### config.mk
export PLATFORM = sky130hd
export DESIGN_NAME = mce_ctrl
export DESIGN_NICKNAME = d
export VERILOG_FILES = /design/src/sv/mce_pkg.sv /design/src/sv/mce_ctrl.sv
export SDC_FILE = /design/constraint.sdc
export NUM_CORES = 1
export LEC_CHECK = 0
export ABC_AREA = 1
export BUFFER_PORTS_ARGS = -buffer_cell sky130_fd_sc_hd__buf_4
export CORE_AREA = 3 3 40 42
export DETAILED_ROUTE_END_ITERATION = 8
export DIE_AREA = 0 0 43 45
export REMOVE_ABC_BUFFERS = 1
export SLEW_MARGIN = 20
export SYNTH_ARGS = -nofsm -noshare
export SYNTH_HDL_FRONTEND = slang
export SYNTH_SLANG_ARGS = --single-unit
export TNS_END_PERCENT = 20
### constraint.sdc
create_clock -name clk -period 1.2 [get_ports clk]
set_input_delay 0.06 -clock clk [delete_from_list [all_inputs] [get_ports clk]]
set_output_delay 0.06 -clock clk [all_outputs]
set_load 0.01 [all_outputs]
### src/sv/mce_pkg.sv
package mce_pkg;

	localparam int MAX_CHORD_NOTES = 8;
	localparam int SLOT_W = 3;
	localparam int NOTE_W = 7;
	localparam int COUNT_W = 4;
	localparam int ROOTS = 128;
	localparam int SLOTS = ROOTS * (1 << SLOT_W);
	localparam int DATA_W = 24;
	localparam int CFG_INDEX_W = 3;
	localparam int CFG_DATA_W = 56;

	localparam logic [1:0] MIDI_NOTE_ON = 2'd0;
	localparam logic [1:0] MIDI_NOTE_OFF = 2'd1;
	localparam logic [1:0] MIDI_OTHER = 2'd2;
	localparam logic [1:0] MIDI_RESERVED = 2'd3;

	localparam logic [CFG_INDEX_W-1:0] REG_EXPAND_ENABLE = 3'd0;
	localparam logic [CFG_INDEX_W-1:0] REG_AUTO_MODE = 3'd1;
	localparam logic [CFG_INDEX_W-1:0] REG_KEY_PITCH_CLASS = 3'd2;
	localparam logic [CFG_INDEX_W-1:0] REG_SCALE_MODE = 3'd3;
	localparam logic [CFG_INDEX_W-1:0] REG_MANUAL_COUNT = 3'd4;
	localparam logic [CFG_INDEX_W-1:0] REG_MANUAL_INTERVALS = 3'd5;

	localparam logic [3:0] SCALE_STEPS [0:5][0:6] = '{
		'{4'd0, 4'd2, 4'd4, 4'd5, 4'd7, 4'd9, 4'd11},
		'{4'd0, 4'd2, 4'd3, 4'd5, 4'd7, 4'd8, 4'd10},
		'{4'd0, 4'd2, 4'd3, 4'd5, 4'd7, 4'd9, 4'd10},
		'{4'd0, 4'd1, 4'd3, 4'd5, 4'd7, 4'd8, 4'd10},
		'{4'd0, 4'd2, 4'd4, 4'd6, 4'd7, 4'd9, 4'd11},
		'{4'd0, 4'd2, 4'd4, 4'd5, 4'd7, 4'd9, 4'd10}
	};

	// 0 major, 1 minor, 2 diminished
	localparam logic [1:0] SCALE_QUALITY [0:5][0:6] = '{
		'{2'd0, 2'd1, 2'd1, 2'd0, 2'd0, 2'd1, 2'd2},
		'{2'd1, 2'd2, 2'd0, 2'd1, 2'd1, 2'd0, 2'd0},
		'{2'd1, 2'd1, 2'd0, 2'd0, 2'd1, 2'd2, 2'd0},
		'{2'd1, 2'd0, 2'd0, 2'd1, 2'd2, 2'd0, 2'd1},
		'{2'd0, 2'd0, 2'd1, 2'd2, 2'd0, 2'd1, 2'd1},
		'{2'd0, 2'd1, 2'd2, 2'd0, 2'd1, 2'd1, 2'd0}
	};

	localparam logic [2:0] TRIAD_IVS [0:2][0:2] = '{
		'{3'd0, 3'd4, 3'd7},
		'{3'd0, 3'd3, 3'd7},
		'{3'd0, 3'd3, 3'd6}
	};

	typedef enum logic [2:0] {
		ST_IDLE,
		ST_DECIDE,
		ST_FWD,
		ST_CHORD,
		ST_RELEASE
	} state_t;

	typedef enum logic [1:0] {
		MODE_PASS,
		MODE_CHORD,
		MODE_RELEASE
	} mode_t;

	typedef struct packed {
		logic load;
		logic decide;
		logic emit_fwd;
		logic emit_on;
		logic emit_rel;
	} cmd_t;

	typedef struct packed {
		logic out_free;
		logic fwd_last;
		logic on_last;
		logic rel_last;
		mode_t mode;
	} sts_t;

	function automatic logic [3:0] mod12_small(input logic [6:0] v);
		logic [6:0] r;
		r = v;
		for (int k = 1; k <= 5; k++) begin
			if (v >= 7'(12 * k)) begin
				r = v - 7'(12 * k);
			end
		end
		return r[3:0];
	endfunction

	function automatic logic [1:0] triad_quality(input logic [2:0] s, input logic [3:0] pc);
		logic [2:0] deg;
		deg = 3'd0;
		for (int i = 1; i < 7; i++) begin
			if (SCALE_STEPS[s][i] <= pc) begin
				deg = 3'(i);
			end
		end
		return SCALE_QUALITY[s][deg];
	endfunction

endpackage

### src/sv/mce_ctrl.sv
module mce_ctrl
	import mce_pkg::*;
(
	input  logic   clk,
	input  logic   arst_n,
	input  logic   s_axis_tvalid,
	output logic   s_axis_tready,
	input  sts_t   sts,
	output cmd_t   cmd
);

	state_t state_q, state_d;

	always_ff @(posedge clk or negedge arst_n) begin
		if (!arst_n) begin
			state_q <= ST_IDLE;
		end else begin
			state_q <= state_d;
		end
	end

	always_comb begin
		state_d = state_q;
		unique case (state_q)
			ST_IDLE: begin
				if (s_axis_tvalid) begin
					state_d = ST_DECIDE;
				end
			end
			ST_DECIDE: begin
				state_d = ST_FWD;
			end
			ST_FWD: begin
				if (sts.out_free) begin
					if (sts.fwd_last) begin
						state_d = ST_IDLE;
					end else if (sts.mode == MODE_CHORD) begin
						state_d = ST_CHORD;
					end else begin
						state_d = ST_RELEASE;
					end
				end
			end
			ST_CHORD: begin
				if (sts.out_free && sts.on_last) begin
					state_d = ST_IDLE;
				end
			end
			ST_RELEASE: begin
				if (sts.out_free && sts.rel_last) begin
					state_d = ST_IDLE;
				end
			end
			default: begin
				state_d = ST_IDLE;
			end
		endcase
	end

	always_comb begin
		s_axis_tready = 1'b0;
		cmd = '0;
		unique case (state_q)
			ST_IDLE: begin
				s_axis_tready = 1'b1;
				cmd.load = s_axis_tvalid;
			end
			ST_DECIDE: begin
				cmd.decide = 1'b1;
			end
			ST_FWD: begin
				cmd.emit_fwd = sts.out_free;
			end
			ST_CHORD: begin
				cmd.emit_on = sts.out_free;
			end
			ST_RELEASE: begin
				cmd.emit_rel = sts.out_free;
			end
			default: begin
				cmd = '0;
			end
		endcase
	end

endmodule

After elaboration in Yosys (flattened, before gate mapping)
Cells that the tools add are included.
Widths: inputs -> output; s select.
{"block": "word_totals", "ff_bits": 3, "input_bits": 9, "output_inout_bits": 6, "elab_cells": 27}
{"block": "op_classes", "eq_ne": 9, "muxes": 13, "reduce_logical": 4}
{"cell": "$mux 3", "count": 6}
{"cell": "$pmux 3 s5", "count": 1}
{"cell": "$ne 2x2->1 const B", "count": 4}
{"cell": "$eq 3x2->1 const B", "count": 2}
{"cell": "$mux 1", "count": 6}
{"cell": "$reduce_and 4->1", "count": 1}
{"cell": "$eq 3x1->1 const B", "count": 1}
{"cell": "$eq 3x3->1 const B", "count": 1}
{"cell": "$logic_not 3->1", "count": 1}
{"cell": "$eq 2x1->1 const B", "count": 1}
{"cell": "$logic_and 1x1->1", "count": 2}

Longest topological paths before layout
Gate-level depths: netlist (run 1).
{"block": "logic_depth", "ltp_word": 5, "depth_mapped": 7, "ltp_nobuf": 6}

Least setup slack after synthesis (run 1)
No wires, ideal clock.
{"block": "synth_path", "path_kind": "register to register", "start": "register state_q[0]", "end": "register state_q[1]", "setup_time_ns": 0.120, "t_arrival_ns": 0.914, "required_ns": 1.080, "setup_slack_ns": 0.166, "stages_incl_launch_ff": 7, "path_buffers": 0, "synth_period_minus_slack_ns": 1.034, "cell_sequence": "dfrtp_1 -> nor2_2 -> nand3_1 -> nand2_1 -> nor2_2 -> nand2_1 -> nand2_1"}
{"block": "synth_via", "elab_chain_len": 3, "word_cells_on_any_way": 11, "cone_classes": "eq/ne (8); mux (1); reduce/logical (2)"}
{"item": "start: declaration", "line": "mce_ctrl.sv:12", "text": "state_t state_q, state_d;"}
{"item": "start signal: assignment", "line": "mce_ctrl.sv:18", "text": "state_q <= state_d;"}
{"item": "$eq 3x3->1 (tied with other cells)", "line": "mce_ctrl.sv:24", "text": "unique case (state_q)"}
{"item": "$ne 2x2->1 (no line)"}
{"item": "$reduce_and 4->1 (no line)"}
Several ways; a longest one is shown, not always the timed one.
A chain may end at the register's enable or synchronous reset.

==> summary.md, run 1 <==
| Metric | Value |
|---|---|
| Crit-path cells | `nor2_4 > nand2_2 > nor2_2 > buf_4` |
| Largest net degree at the start of global routing | `10` |
| Crit path to | `cmd[4]` |
| Layout Nets | `76` |
| H-tree levels | `1` |
| Die ar. | `roughly 1900 µm²` |
| Simple-gate share of the synthesized area | `56.1%` |
| Cell taking the most area after synthesis | `dfrtp_1` |
| Clock Pin Slew Worst Setup and Hold Paths | `roughly 0.04 ns` |
| Clock buffer depth | `2` |
| Routed WL per cell | `~8.2 µm` |
| Post-synthesis mux area share | `0%` |
| Crit-path max FO | `5` |
| Tcrit/Tclk final | `98.2%` |
| Max Slew Vio Count | `0` |
| Layout Utilization | `about 37%` |
| Area growth syn-to-layout | `79.9%` |
| Synthesized area | `between 200 and 300 µm²` |
| Clock Skews | `0.000522 ns` |
| Fill cell count | `between 100 and 150` |
| Reg with most FFs | `state_q` |
| Number of flip-flops under the largest register name | `3` |
| DP HPWL | `511 µm` |
| Vias per cell | `about 4.0` |
| Critical Path RT | `around 1.1 ns` |
| FF-to-FF End | `state_q[0]` |
| Critical path class | `reg2out` |
| First-pass GRT wire length | `between 1000 and 1500 µm` |
| Total buffers and inverters traversed by the critical path | `1` |
| Seq/Total Area, Yosys | `between 20% and 30%` |
| Crit path DAT | `around 1.1 ns` |
| Status | `complete, no violations` |
| Reg2reg path depth | `7` |
| Die X | `roughly 43 µm` |
| Synth top area cells | `dfrtp_1, nand2_1, inv_1` |
| Setup crit start kind | `flop` |
| CTS Root Cell | `clkbuf_4` |
| N_diodes | `0` |
| # clock sinks | `3` |
| Share of cells above drive strength 1 | `56.1%` |
| Top Family by Delay on Critical Path | `flip-flops` |
| Adder-cell share of the synthesized area | `0%` |
| Distinct cells, synth | `13` |
| Critical path depth | `4` |
| Hold Path Cell Cnt | `4` |
| Setup crit end kind | `primary output` |
| Peak VDD IR | `0.714 mV` |
| Final Wtd Congestion | `0.749` |
| DRC Markers | `0` |
| Leakage | `approximately 0.27 nW` |
| # rows | `13` |
| Post-synthesis xor/xnor area fraction | `0%` |
| Fin Setup TNS | `0 ns` |
| GRT Total Usage | `under 10%` |
| PortBufs | `14` |
| Reg-to-reg setup timing slack | `0.04 ns` |
| Post-DRT Antenna Nets | `0` |
| Max-Cap Viols | `0` |
| Crit. Startpoint | `state_q[0]` |
| Worst min-delay path class | `in2reg` |
| Die Y | `45 µm` |
| Core ar. | `~1300 µm²` |
| Initial antenna violation count | `0` |
| Post-synthesis sequential element count | `3` |
| Slew headroom | `between 80% and 90%` |
| Top-area cell type share of the netlist area | `28.0%` |
| Total number of vias | `roughly 330` |
| Starting Density | `20.8%` |
| Minimum clock period | `1.18 ns` |
| Top flop regs | `state_q x3` |
| Vias in the first global route | `328` |
| Fin. Hold Viols | `0` |
| CTS tree | `built` |
| Synth warnings | `0` |
| Largest family of logic cells by synthesized area | `simple AND/OR/NAND/NOR gates` |
| I/O pin count | `15` |
| Actual slew at the worst max-slew pin | `about 0.19 ns` |
| Cts bufs inserted | `3` |
| Grt total ovfl | `0` |
| Compound-Gate Fraction of Synth Area | `1.87%` |
| Iteration-0 DRC Markers | `4` |
| RSZ-0062 raised after global routing | `yes` |
| Worst skew pair latency | `around 0.23 ns` |
| Fmax | `about 0.85 GHz` |
| Drt first pass iters | `4` |
| Final WL | `between 600 and 700 µm` |
| Reg-to-reg startpoint | `state_q[0]` |
| Mapped Cells | `43` |
| Worst stage delay on the critical path | `~0.44 ns` |
| CP max stage cell | `dfrtp_2` |
| Final setup violation count | `0` |
| Power Dens Cells | `2130 nW/µm²` |
| Syn avg cell area | `a little over 6 µm²` |
[cell usage after synthesis]
master / n
nand3_1: 3
o21ai_1: 1
nand4_1: 2
nor2_2: 2
nand3_2: 2
nor3_2: 1
nand2_2: 1
nor2_1: 5
nor4_1: 1
dfrtp_1: 3
nand2_1: 13
inv_1: 8
buf_4: 1
[cells in the final DEF (no fill, tap or decap)]
master / netlist / final
nand4_1: 2 / 2
dlygate4sd3_1: 0 / 1
nor2_4: 0 / 1
dfrtp_2: 0 / 2
nand3_1: 3 / 3
nor2_2: 2 / 2
nor4_2: 0 / 1
nor2_1: 5 / 4
inv_1: 8 / 6
dfrtp_1: 3 / 1
nand2_1: 13 / 10
buf_4: 1 / 19
clkbuf_4: 0 / 3
o21ai_1: 1 / 1
nor3_2: 1 / 1
clkbuf_1: 0 / 1
nand2_2: 1 / 4
nand3_2: 2 / 2
inv_2: 0 / 2
[through the flow]
step | hold slack, ns | instance area, µm² | cells | setup WS (ns) | total power [mW]
after detailed placement | -0.150 | 384 | 71 | 0.0679 | 0.678
final | 0.0990 | 482 | 81 | 0.0217 | 1.02
after floorplan | -0.236 | 260 | 42 | 0.166 | 0.497
after global placement | -0.149 | 384 | 71 | 0.0911 | 0.673
after CTS | 0.0920 | 457 | 79 | 0.00695 | 0.955
after global routing | 0.108 | 482 | 81 | -0.0534 | 1.13
[worst register-to-register path: cells and delay by family (launching register included)]
kind / cells / cell delay [ns]
AND/OR/NAND/NOR: 6 / 0.47
flip-flops: 1 / 0.44
buffers and inverters: 1 / 0.13
[power by group]
part           switching (mW)  internal [mW]
Combinational           0.318          0.317
Sequential             0.0713          0.147
Clock                  0.0468          0.124
[what timing repair did]
item / CTS / global route
endpoints found under the setup margin: 4 / 8
hold buffers: 1 / 0
buffers inserted: 3 / 2
hold endpoints to repair: 3 / 0
resized for setup: 4 / 6
pin swaps: 1 / 1
[logic make-up (layout without fill, tap and decap cells)]
logic type | count (synthesis) | count (layout)
AND/OR/NAND/NOR | 30 | 30
AO/OA/AOI/OAI | 1 | 1
flip-flops | 3 | 3
buffers and inverters | 9 | 32
[layout make-up]
class	instances	area [µm²]	share of cell area (%)
multi-input cells	31	176	36.6
repair buffers	20	153	31.7
flip-flops and latches	3	77.6	16.1
inverters	8	30.0	6.23
clock buffers	4	26.3	5.45
well taps	15	18.8	3.90
[worst min-delay path by stage]
| stage | start | end | slack (ns) |
|---|---|---|---|
| detailed placement | arst_n | state_q[0] | -0.15 |
| global route | sts[4] | state_q[2] | 0.11 |
| finish | sts[4] | state_q[2] | 0.1 |
| CTS | sts[4] | state_q[2] | 0.09 |
| floorplan | arst_n | state_q[0] | -0.24 |
| global placement | arst_n | state_q[0] | -0.15 |
[routing by layer]
metal  GRT usage, %  up-vias  part of all wire [%]
li1               -      180                     -
met4           7.23        0                     0
met5              0        -                     0
met2           13.5        9                    53
met1           8.47      137                    40
met3           1.20        0                   6.8
Power figures use the tool's default switching activity.
==> run 2, diff against run 1 <==
- clock period: 1.2 -> 1.3 ns (I/O delays scaled with it)
==> run 2 against run 1 <==
  * Clock skew increased by 0.0018 ns
  * Clock power decreased by 4%
  * Combinational power decreased by 31%
  * First-iteration DRC count unchanged
  * Sequential share of layout area increased by 1.8 points
  * Critical path type unchanged
==> summary.md, run 2 (synthesis results as in run 1) <==
| Metric | Value |
|---|---|
| Cts bufs inserted | `3` |
| Area growth syn-to-layout | `62.1%` |
| Peak VDD IR | `approximately 0.74 mV` |
| Max Slew Vio Count | `0` |
| Power Dens Cells | `1870 nW/µm²` |
| Area of the multi-input gates | `166 µm²` |
| Fin. Hold Viols | `0` |
| # clock sinks | `3` |
| Hold WS | `about 0.096 ns` |
| Fmax | `between 0.8 and 0.9 GHz` |
| Leakage | `~0.25 nW` |
| Reg with most FFs | `state_q` |
| Layout Utilization | `between 30% and 40%` |
| Die X | `approximately 43 µm` |
| I/O pin count | `15` |
| Clock Skews | `between 0.002 and 0.0025 ns` |
| Core ar. | `around 1300 µm²` |
| Top flop regs | `state_q x3` |
| Grt total ovfl | `0` |
| Iteration-0 DRC Markers | `4` |
| Layout Nets | `71` |
| Power Total | `just over 800 µW` |
| Post-DRT Antenna Nets | `0` |
| Max-Cap Viols | `0` |
| Setup crit start kind | `flop` |
| Share of cells above drive strength 1 | `between 40% and 50%` |
| Fin Setup TNS | `0 ns` |
| Drt first pass iters | `4` |
| Post-CTS Setup Inserts | `0` |
| Vias in the first global route | `just over 300` |
| Worst min-delay path class | `in2reg` |
| Final WL | `642 µm` |
| Initial antenna violation count | `0` |
| Largest net degree at the start of global routing | `10` |
| Starting Density | `about a fifth` |
| Final Wtd Congestion | `0.787` |
| GRT Total Usage | `under 10%` |
| Register area | `between 70 and 80 µm²` |
| Final setup violation count | `0` |
| Die Y | `approximately 45 µm` |
| Actual slew at the worst max-slew pin | `roughly 0.20 ns` |
| CTS Root Cell | `clkbuf_4` |
| Setup crit end kind | `primary output` |
| Slew headroom | `between 80 and 90%` |
| Vias per cell | `about 4.3` |
| Worst skew pair latency | `between 0.2 and 0.25 ns` |
| # rows | `13` |
| Pre-CTS setup slack | `approximately 0.19 ns` |
| Most frequent cells in the layout | `buf_4, nand2_1, inv_1, nor2_1` |
| Crit-path max FO | `5` |
| N_diodes | `0` |
| Clock Pin Slew Worst Setup and Hold Paths | `about 0.030 ns` |
| PortBufs | `14` |
| Commonest non-fill, non-tap cell in the layout | `buf_4` |
| Critical Path RT | `~1.2 ns` |
| CTS tree | `built` |
| DP HPWL | `503 µm` |
| First-pass GRT wire length | `1070 µm` |
| Total number of vias | `325` |
| Status | `complete, no violations` |
| Tcrit/Tclk final | `a little over nine tenths` |
| H-tree levels | `1` |
| Crit path DAT | `1.17 ns` |
| Critical path class | `reg2out` |
| Clock buffer depth | `2` |
| RSZ-0062 raised after global routing | `yes` |
| Number of flip-flops under the largest register name | `3` |
| Setup slack after layout | `slightly below 0.07 ns` |
| Routed WL per cell | `between 8 and 9 µm` |
| Die ar. | `around 1900 µm²` |
| Fill cell count | `~140` |
| DRC Markers | `0` |
| Minimum clock period | `around 1.2 ns` |
## run 2: cell types whose count changed in the layout (fill, tap and decap cells not counted), sizes merged
cell,before,now
buf,19,14
## run 2: worst max-delay path, cell delays in order, from the launching register on
cell and delay [ns]:
dfrtp_1 0.43, nor2_4 0.18, nand2_1 0.11, nor2_1 0.10, buf_4 0.12
## run 2: layer usage
metal	vias to the layer above	global-route usage, %	share of wire, %
met2	13	12.6	50
met4	0	5.42	3.0
met1	139	8.25	40
met5	-	0	0
met3	2	1.20	7.5
li1	171	-	-
## run 2: path summary, 6_finish.rpt
check	from	depth (start not counted)	endpoint	slack, ns
setup / recovery	state_q[2]	4	cmd[4]	0.07
hold / removal	sts[4]	4	state_q[2]	0.1
setup reg to reg	state_q[2]	6	state_q[1]	0.26
hold reg to reg	state_q[1]	2	state_q[1]	0.61
max in group asynchronous	arst_n	2	state_q[0]	1.04
min in group asynchronous	arst_n	2	state_q[1]	0.16
## run 2: power by group
| part | internal, mW | total [mW] | switching, mW |
|---|---|---|---|
| logic | 0.196 | 0.437 | 0.241 |
| clock network | 0.115 | 0.165 | 0.0494 |
| registers | 0.136 | 0.209 | 0.0737 |
| total | 0.447 | 0.811 | 0.364 |
## run 2: area by class of cell
type	instances	share of cell area (%)
tap	15	4.32
multi-input combinational	31	38.3
sequential	3	17.9
clock buffer	4	6.05
inverter	8	6.92
timing repair buffer	15	26.5
## run 2: stage by stage
step | instances | cell area, µm²
2_1_floorplan | 42 | 260
3_3_place_gp | 71 | 384
3_5_place_dp | 71 | 384
4_1_cts | 76 | 425
5_1_grt | 76 | 434
6_report | 76 | 434
## run 2: what timing repair did
action / 4_1_cts / 5_1_grt
endpoints found under the hold margin: 3 / 0
resized for setup: 1 / 4
hold buffers: 1 / 0
pin swaps: 0 / 1
endpoints found under the setup margin: 2 / 4
gates cloned: 0 / 0
